## src/sv/dfhe_pkg.sv

```systemverilog
// Package with the token and result types and the fixed-code table for the deflate encoder.
`default_nettype none

package dfhe_pkg;

    // Token command codes.
    localparam logic [1:0] CMD_LITERAL  = 2'd0;
    localparam logic [1:0] CMD_MATCH    = 2'd1;
    localparam logic [1:0] CMD_END      = 2'd2;
    localparam logic [1:0] CMD_RESERVED = 2'd3;

    // Symbol numbers and fixed-code bases from the deflate format.
    localparam logic [8:0] EOB_SYMBOL      = 9'd256;
    localparam logic [8:0] LEN_MAX_SYMBOL  = 9'd285;
    localparam logic [8:0] LIT_LOW_LAST    = 9'd143;
    localparam logic [8:0] LIT_LAST        = 9'd255;
    localparam logic [8:0] LEN_SHORT_LAST  = 9'd279;
    localparam logic [8:0] LEN_LONG_FIRST  = 9'd280;
    localparam logic [8:0] CODE_BASE_LOW   = 9'h030;
    localparam logic [8:0] CODE_BASE_HIGH  = 9'h190;
    localparam logic [8:0] CODE_BASE_LONG  = 9'h0C0;
    localparam logic [8:0] LIT_HIGH_FIRST  = 9'd144;
    localparam logic [7:0] LEN_M3_MAX      = 8'd255;
    localparam logic [15:0] MAX_DISTANCE   = 16'd32768;

    // One input token.
    typedef struct packed {
        logic [1:0]  command;
        logic [7:0]  literal_byte;
        logic [7:0]  length_minus_three;
        logic [15:0] match_distance;
    } dfhe_token_t;

    // One encoded result.
    typedef struct packed {
        logic [8:0]  symbol_code;
        logic [3:0]  symbol_code_bits;
        logic [4:0]  length_extra_value;
        logic [2:0]  length_extra_bits;
        logic        has_distance;
        logic [4:0]  distance_code;
        logic [12:0] distance_extra_value;
        logic [3:0]  distance_extra_bits;
    } dfhe_result_t;

    // Literal/length half of a result.
    typedef struct packed {
        logic [8:0] symbol_code;
        logic [3:0] symbol_code_bits;
        logic [4:0] length_extra_value;
        logic [2:0] length_extra_bits;
    } dfhe_lit_len_t;

    // Distance half of a result.
    typedef struct packed {
        logic [4:0]  distance_code;
        logic [12:0] distance_extra_value;
        logic [3:0]  distance_extra_bits;
    } dfhe_dist_t;

    // Fixed Huffman code of one literal/length symbol.
    typedef struct packed {
        logic [8:0] code;
        logic [3:0] bits;
    } dfhe_fixed_code_t;

    // Map a literal/length symbol to its fixed code and code length.
    function automatic dfhe_fixed_code_t fixed_code(input logic [8:0] sym);
        dfhe_fixed_code_t fc;
        if (sym <= LIT_LOW_LAST)
        begin
            fc.code = CODE_BASE_LOW + sym;
            fc.bits = 4'd8;
        end
        else if (sym <= LIT_LAST)
        begin
            fc.code = CODE_BASE_HIGH + (sym - LIT_HIGH_FIRST);
            fc.bits = 4'd9;
        end
        else if (sym <= LEN_SHORT_LAST)
        begin
            fc.code = sym - EOB_SYMBOL;
            fc.bits = 4'd7;
        end
        else
        begin
            fc.code = CODE_BASE_LONG + (sym - LEN_LONG_FIRST);
            fc.bits = 4'd8;
        end
        return fc;
    endfunction

endpackage

`default_nettype wire

```

## src/sv/deflate_fixed_huffman_token_encoder.sv

```systemverilog
// Top level of the deflate fixed-Huffman token encoder.
//
//   Channel   Ports                 Transfer
//   -------   -------------------   ------------------------------------
//   token     start, busy, token    start high and busy low at a clock edge
//   result    strobe, result        strobe high for one cycle, always taken
//
// A token is captured in the input register; the symbol lookups run
// combinationally between the input register and the result register, which
// holds the result and drives its strobe. busy is always low: a token can be
// taken every cycle. A token with the reserved command gives no result.
// Reset clears the valid flags only. The receiver cannot stall.
`default_nettype none

module deflate_fixed_huffman_token_encoder
    import dfhe_pkg::*;
(
    input  wire logic         clk,
    input  wire logic         rst_n,
    input  wire logic         start,
    output logic              busy,
    input  wire dfhe_token_t  token,
    output logic              strobe,
    output dfhe_result_t      result
);

    logic          tok_valid_reg;
    logic          tok_valid_next;
    dfhe_token_t   tok_reg;
    logic          res_valid_reg;
    logic          res_valid_next;
    dfhe_result_t  res_reg;
    dfhe_result_t  res_next;
    dfhe_lit_len_t lit_len;
    dfhe_dist_t    dist_fields;
    logic          is_match;

    assign busy = 1'b0;

    // Input register.
    assign tok_valid_next = start && !busy && (token.command != CMD_RESERVED);

    always_ff @(posedge clk or negedge rst_n)
    begin
        if (!rst_n)
        begin
            tok_valid_reg <= 1'b0;
        end
        else
        begin
            tok_valid_reg <= tok_valid_next;
        end
    end

    always_ff @(posedge clk)
    begin
        if (start && !busy)
        begin
            tok_reg <= token;
        end
    end

    // Symbol lookups.
    dfhe_len_enc u_len_enc
    (
        .token   (tok_reg),
        .lit_len (lit_len)
    );

    dfhe_dist_enc u_dist_enc
    (
        .match_distance (tok_reg.match_distance),
        .dist_fields    (dist_fields)
    );

    // Assemble the result; distance fields are zero unless the token is a match.
    assign is_match = (tok_reg.command == CMD_MATCH);

    always_comb
    begin
        res_next.symbol_code          = lit_len.symbol_code;
        res_next.symbol_code_bits     = lit_len.symbol_code_bits;
        res_next.length_extra_value   = lit_len.length_extra_value;
        res_next.length_extra_bits    = lit_len.length_extra_bits;
        res_next.has_distance         = is_match;
        res_next.distance_code        = is_match ? dist_fields.distance_code : '0;
        res_next.distance_extra_value = is_match ? dist_fields.distance_extra_value : '0;
        res_next.distance_extra_bits  = is_match ? dist_fields.distance_extra_bits : '0;
    end

    assign res_valid_next = tok_valid_reg;

    // Result register.
    always_ff @(posedge clk or negedge rst_n)
    begin
        if (!rst_n)
        begin
            res_valid_reg <= 1'b0;
        end
        else
        begin
            res_valid_reg <= res_valid_next;
        end
    end

    always_ff @(posedge clk)
    begin
        if (tok_valid_reg)
        begin
            res_reg <= res_next;
        end
    end

    assign strobe = res_valid_reg;
    assign result = res_reg;

    // Every result comes from an earlier transfer of a non-reserved token.
    a_strobe_from_token: assert property (@(posedge clk) disable iff (!rst_n)
        strobe |-> ($past(start && !busy, 2) && ($past(token.command, 2) != CMD_RESERVED)))
        else $error("result strobe without a matching token transfer");

    // A valid token always produces a result.
    a_token_gives_result: assert property (@(posedge clk) disable iff (!rst_n)
        (start && !busy && (token.command != CMD_RESERVED)) |-> ##2 strobe)
        else $error("token transfer lost");

    // Length symbols use 7- or 8-bit codes only.
    a_match_code_len: assert property (@(posedge clk) disable iff (!rst_n)
        (strobe && result.has_distance) |-> (result.symbol_code_bits != 4'd9))
        else $error("match result with a 9-bit symbol code");

    // Literals and end of block carry no extra bits.
    a_no_extra_without_match: assert property (@(posedge clk) disable iff (!rst_n)
        (strobe && !result.has_distance) |->
            ((result.length_extra_bits == '0) && (result.distance_extra_bits == '0)))
        else $error("extra bits on a non-match result");

endmodule

`default_nettype wire

```

## src/sv/dfhe_len_enc.sv

```systemverilog
// Literal, length and end-of-block symbol lookup with length extra bits.
`default_nettype none

module dfhe_len_enc
    import dfhe_pkg::*;
(
    input  wire dfhe_token_t   token,
    output dfhe_lit_len_t      lit_len
);

    logic [2:0]       top_bit;
    logic [2:0]       extra_cnt;
    logic [1:0]       sub_sel;
    logic [7:0]       low_mask;
    logic [8:0]       sym;
    dfhe_fixed_code_t fc;

    // Position of the highest set bit of the length offset (meaningful when it is 8 or more).
    always_comb
    begin
        top_bit = 3'd3;
        for (int i = 3; i < 8; i++)
        begin
            if (token.length_minus_three[i])
            begin
                top_bit = 3'(i);
            end
        end
    end

    // Length range table: four symbols per power of two.
    assign extra_cnt  = top_bit - 3'd2;
    assign sub_sel    = 2'(token.length_minus_three >> extra_cnt);
    assign low_mask   = (8'd1 << extra_cnt) - 8'd1;

    // Symbol selection and extra bits.
    always_comb
    begin
        lit_len.length_extra_value = '0;
        lit_len.length_extra_bits  = '0;
        case (token.command)
            CMD_LITERAL:
            begin
                sym = {1'b0, token.literal_byte};
            end
            CMD_MATCH:
            begin
                if (token.length_minus_three == LEN_M3_MAX)
                begin
                    sym = LEN_MAX_SYMBOL;
                end
                else if (token.length_minus_three[7:3] == '0)
                begin
                    sym = EOB_SYMBOL + 9'd1 + {1'b0, token.length_minus_three};
                end
                else
                begin
                    sym = 9'd253 + {4'd0, top_bit, 2'b00} + {7'd0, sub_sel};
                    lit_len.length_extra_value =
                        5'(token.length_minus_three & low_mask);
                    lit_len.length_extra_bits  = extra_cnt;
                end
            end
            default:
            begin
                sym = EOB_SYMBOL;
            end
        endcase
    end

    // Fixed code of the chosen symbol.
    assign fc                       = fixed_code(sym);
    assign lit_len.symbol_code      = fc.code;
    assign lit_len.symbol_code_bits = fc.bits;

endmodule

`default_nettype wire

```

## src/sv/dfhe_dist_enc.sv

```systemverilog
// Distance symbol lookup with distance extra bits.
`default_nettype none

module dfhe_dist_enc
    import dfhe_pkg::*;
(
    input  wire logic [15:0] match_distance,
    output dfhe_dist_t       dist_fields
);

    logic [15:0] dist_sat;
    logic [14:0] d;
    logic [3:0]  top_bit;
    logic [3:0]  extra_cnt;
    logic [14:0] low_mask;

    // Saturate the distance into 1..32768 and take it minus one.
    always_comb
    begin
        if (match_distance == '0)
        begin
            dist_sat = 16'd1;
        end
        else if (match_distance > MAX_DISTANCE)
        begin
            dist_sat = MAX_DISTANCE;
        end
        else
        begin
            dist_sat = match_distance;
        end
    end

    assign d = 15'(dist_sat - 16'd1);

    // Highest set bit of the offset.
    always_comb
    begin
        top_bit = 4'd2;
        for (int i = 2; i < 15; i++)
        begin
            if (d[i])
            begin
                top_bit = 4'(i);
            end
        end
    end

    assign extra_cnt = top_bit - 4'd1;
    assign low_mask  = (15'd1 << extra_cnt) - 15'd1;

    // Two symbols per power of two; the first four distances have no extra bits.
    always_comb
    begin
        if (d[14:2] == '0)
        begin
            dist_fields.distance_code        = {3'd0, d[1:0]};
            dist_fields.distance_extra_value = '0;
            dist_fields.distance_extra_bits  = '0;
        end
        else
        begin
            dist_fields.distance_code        = {top_bit, d[extra_cnt]};
            dist_fields.distance_extra_value = 13'(d & low_mask);
            dist_fields.distance_extra_bits  = extra_cnt;
        end
    end

endmodule

`default_nettype wire

```

## config.mk

```make
export PLATFORM = sky130hd
export DESIGN_NAME = deflate_fixed_huffman_token_encoder
export DESIGN_NICKNAME = d
export VERILOG_FILES = /design/src/sv/dfhe_pkg.sv /design/src/sv/deflate_fixed_huffman_token_encoder.sv /design/src/sv/dfhe_len_enc.sv /design/src/sv/dfhe_dist_enc.sv
export SDC_FILE = /design/constraint.sdc
export NUM_CORES = 1
export LEC_CHECK = 0
export ABC_AREA = 1
export BUFFER_PORTS_ARGS = -buffer_cell sky130_fd_sc_hd__buf_4
export CELL_PAD_IN_SITES_DETAIL_PLACEMENT = 0
export CELL_PAD_IN_SITES_GLOBAL_PLACEMENT = 1
export CORE_MARGIN = 5
export CORE_UTILIZATION = 40
export DETAILED_ROUTE_END_ITERATION = 6
export HOLD_SLACK_MARGIN = 0.06
export PLACE_DENSITY = 0.79
export SYNTH_ARGS = -nofsm -noshare
export SYNTH_HDL_FRONTEND = slang
export SYNTH_HIERARCHICAL = 1
export SYNTH_SLANG_ARGS = --single-unit
```

## constraint.sdc

```tcl
create_clock -name clk -period 6.8 [get_ports clk]
set_clock_uncertainty 0.1 [all_clocks]
set_input_delay 1.02 -clock clk [delete_from_list [all_inputs] [get_ports clk]]
set_output_delay 1.02 -clock clk [all_outputs]
set_load 0.05 [all_outputs]
```

==> results.tsv <==
stage	metric	value	unit
detailed_routing	wl_per_cell	13.28	um
synthesis	synth_flop_cell	edfxtp_1	
floorplan	die_x	125.9	um
floorplan	ios	83	
setup_path	crit_path_end	result[16]$_SDFFCE_PP0P_	
final_layout	largest_reg_flops	44	
clock_network	clockBufferDepth	2	
clock_network	cts_tree	yes	
floorplan	core	13190	sq um
clock_network	ctsResizeCount	0	
setup_path	required	6.78	ns
setup_path	crit_type	flop to flop	
setup_path	crit_path_top_delay_cell	edfxtp_1	
sta	max_freq	194.1	MHz
final_layout	fin_area	6415	sq um
floorplan	rows	42	
synthesis	syn_area	5371	sq um
place	place_hpwl	9153	um
final_layout	n_fill_cell	1254	
grt	grt_overflow_total	0	
floorplan	die_h	125.9	um
status	status	completed	
clock_network	cts_setup_buffers	0	
clock_network	cts_hold_buf	0	
sta	relSlewSlack	33.79	%
detailed_routing	via_per_inst	4.837	
setup_path	reg2reg_depth	37	
synthesis	async_flop_share	2.500	%
final_layout	final_nets	757	
floorplan	fp.dieArea	15850	sq um
worst_hold_path	hold_path_class	input port to asynchronous set/reset pin	
setup_path	endpoint_kind	flop	
synthesis	synth_edf_count	78	
synthesis	synth.top_cell.area_share	43.61	%
pwr	peakVddDrop	0.0001237	V
synthesis	synthCells	619	
sta	finalSetupViolCount	0	
pwr	p_per_area	269.8	nW/um^2
setup_path	crit_top_cell	nand2_1	
pwr	cellLeakagePower	2.935	nW
setup_path	rr_endpoint	result[16]$_SDFFCE_PP0P_	
clock_network	h-tree-depth	3	
sta	timing.hold.ws	0.3526	ns
detailed_routing	drt-pass1-iter-count	5	
grt	grt_pass1_vias	4135	
detailed_routing	vias	4266	
clock_network	clk_pin_slew	0.06	ns
synthesis	synth_top_area_cell	edfxtp_1	
clock_network	clkSinkCount	80	
detailed_routing	drt_wl_total	11720	um
setup_path	crit_arrival	5.14	ns
floorplan	initial_utilization	40.72	%
place	dpl_cell_area	6113	sq um
clock_network	clockRootBuffer	clkbuf_16	
setup_path	r2r_start	tok_reg[4]$_DFFE_PP_	
detailed_routing	remaining_drc_errors	0	
pwr	finalPower	1.730	mW
clock_network	clk_latency	0.34	ns
run	drv_cap	0	
clock_network	numCtsBuffers	9	
final_layout	multi_input_area	2514	sq um
sta	hold_viol	0	
grt	grt_pass1_wl	19740	um
detailed_routing	drtAntennaViolNets	0	
setup_path	crit_start	tok_reg[4]$_DFFE_PP_	
final_layout	area_growth	19.43	%
setup_path	cp_max_fo	24	
grt	antenna_found_initial	0	
setup_path	r2r_slack	1.65	ns
sta	min_period_over_period	75.77	%
grt	grt_max_degree	46	
final_layout	post-route-util	48.63	%
synthesis	ys_warn_count	6	
final_layout	regArea	2394	sq um
synthesis	avgSynthCellArea	8.678	sq um
place	gp_congestion	0.9682	
sta	setup-tns-final	0	ns
synthesis	synth_seq_cells	80	
setup_path	max_stage_delay	0.48	ns
sta	worstMarginPinSlew	0.9931	ns
synthesis	synth_area_leaders	edfxtp_1, nand2_1, inv_1, ha_1, nor2_1	
final_layout	drive_gt1_share	31.16	%
place	portBuffers	81	
synthesis	seq_area_frac_synth	44.54	%
grt	grtUsageTotal	15.38	%
detailed_routing	drt_iter0_markers	289	
synthesis	synth.distinct_cells	48	
final_layout	antenna_cells	0	
sta	post-route-min-period	5.152	ns
setup_path	worstSetupStartpointType	flop	
synthesis	syn_nets	674	
sta	rsz0062_at_grt	false	
sta	slew_viol_final	0	
-- per-layer routing --
metal,wire length [um],vias to the layer above,global-route usage (%),part of all wire [%]
met5,0,-,0,0
met4,327,0,6.562,2.8
met3,613,28,3.895,5.2
met2,5857,122,26.51,50
met1,4919,1938,18.22,42
li1,-,2178,-,-
-- logic make-up (layout without fill, tap and decap cells) --
kind of cell,Yosys count,in the layout,synth area share (%)
compound gates,49,49,6.057
xor+xnor,9,9,1.467
fa+ha+maj,18,18,4.193
buf+inv,107,194,8.665
flops,80,80,44.54
other cells,2,2,0.1398
simple gates,354,354,34.94
-- layout by cell type, fill, tap and decap left out, types with 11 or more instances in the layout --
master,n
nor2_2,33
o21ai_1,11
nand2_2,31
inv_2,14
nor3_1,11
buf_4,81
ha_1,18
nor2_1,56
edfxtp_1,78
nand2_4,11
inv_1,81
nand2_1,138
nand3_1,35
-- worst min path at each step --
stage,endpoint,from,depth (start not counted)
final,res_valid_next$_DFF_PN0_,rst_n,1
after global routing,res_valid_next$_DFF_PN0_,rst_n,1
after CTS,res_valid_next$_DFF_PN0_,rst_n,1
after detailed placement,result[37]$_DFFE_PP_,tok_reg[26]$_DFFE_PP_,2
after global placement,result[37]$_DFFE_PP_,tok_reg[26]$_DFFE_PP_,2
after floorplan,result[37]$_DFFE_PP_,tok_reg[26]$_DFFE_PP_,2
-- where the power goes --
group | leakage, nW | switching [mW] | internal (mW)
combinational | 2.03 | 0.418 | 0.189
sequential | 0.760 | 0.0301 | 0.599
clock | 0.147 | 0.178 | 0.316
total | 2.94 | 0.626 | 1.10
-- through the flow --
step	instances	worst slack (ns)
6_report	882	1.648
5_1_grt	882	1.168
4_1_cts	882	1.722
3_5_place_dp	867	1.756
3_3_place_gp	867	1.923
2_1_floorplan	619	2.855
-- synthesized netlist by cell type (4+ instances only) --
cell type	instances
xnor2_1	4
inv_2	14
nand4_1	10
ha_1	18
nor2_4	8
nand3_1	35
o21ai_0	9
xor2_1	5
inv_1	81
o21ai_1	11
nor2_1	56
a21oi_1	10
o21ai_2	6
nand2_1	138
nand2_4	11
buf_6	6
nand3_2	8
nor3_1	11
edfxtp_1	78
nand2_2	31
nor2_2	33
-- critical path: cells and delay by family, from the launching register on --
family,cells,cell delay [ns]
fa+ha+maj,3,0.82
buf+inv,4,0.44
flops,1,0.48
simple gates,30,3.06
-- area by class of cell --
class                      count  area share [%]
multi-input combinational    432           39.18
clock buffer                  10           3.569
clock inverter                 5           1.131
timing repair buffer          81           9.479
inverter                      98           5.890
tap                          176           3.433
sequential                    80           37.31
(Power assumes the default switching activity.)
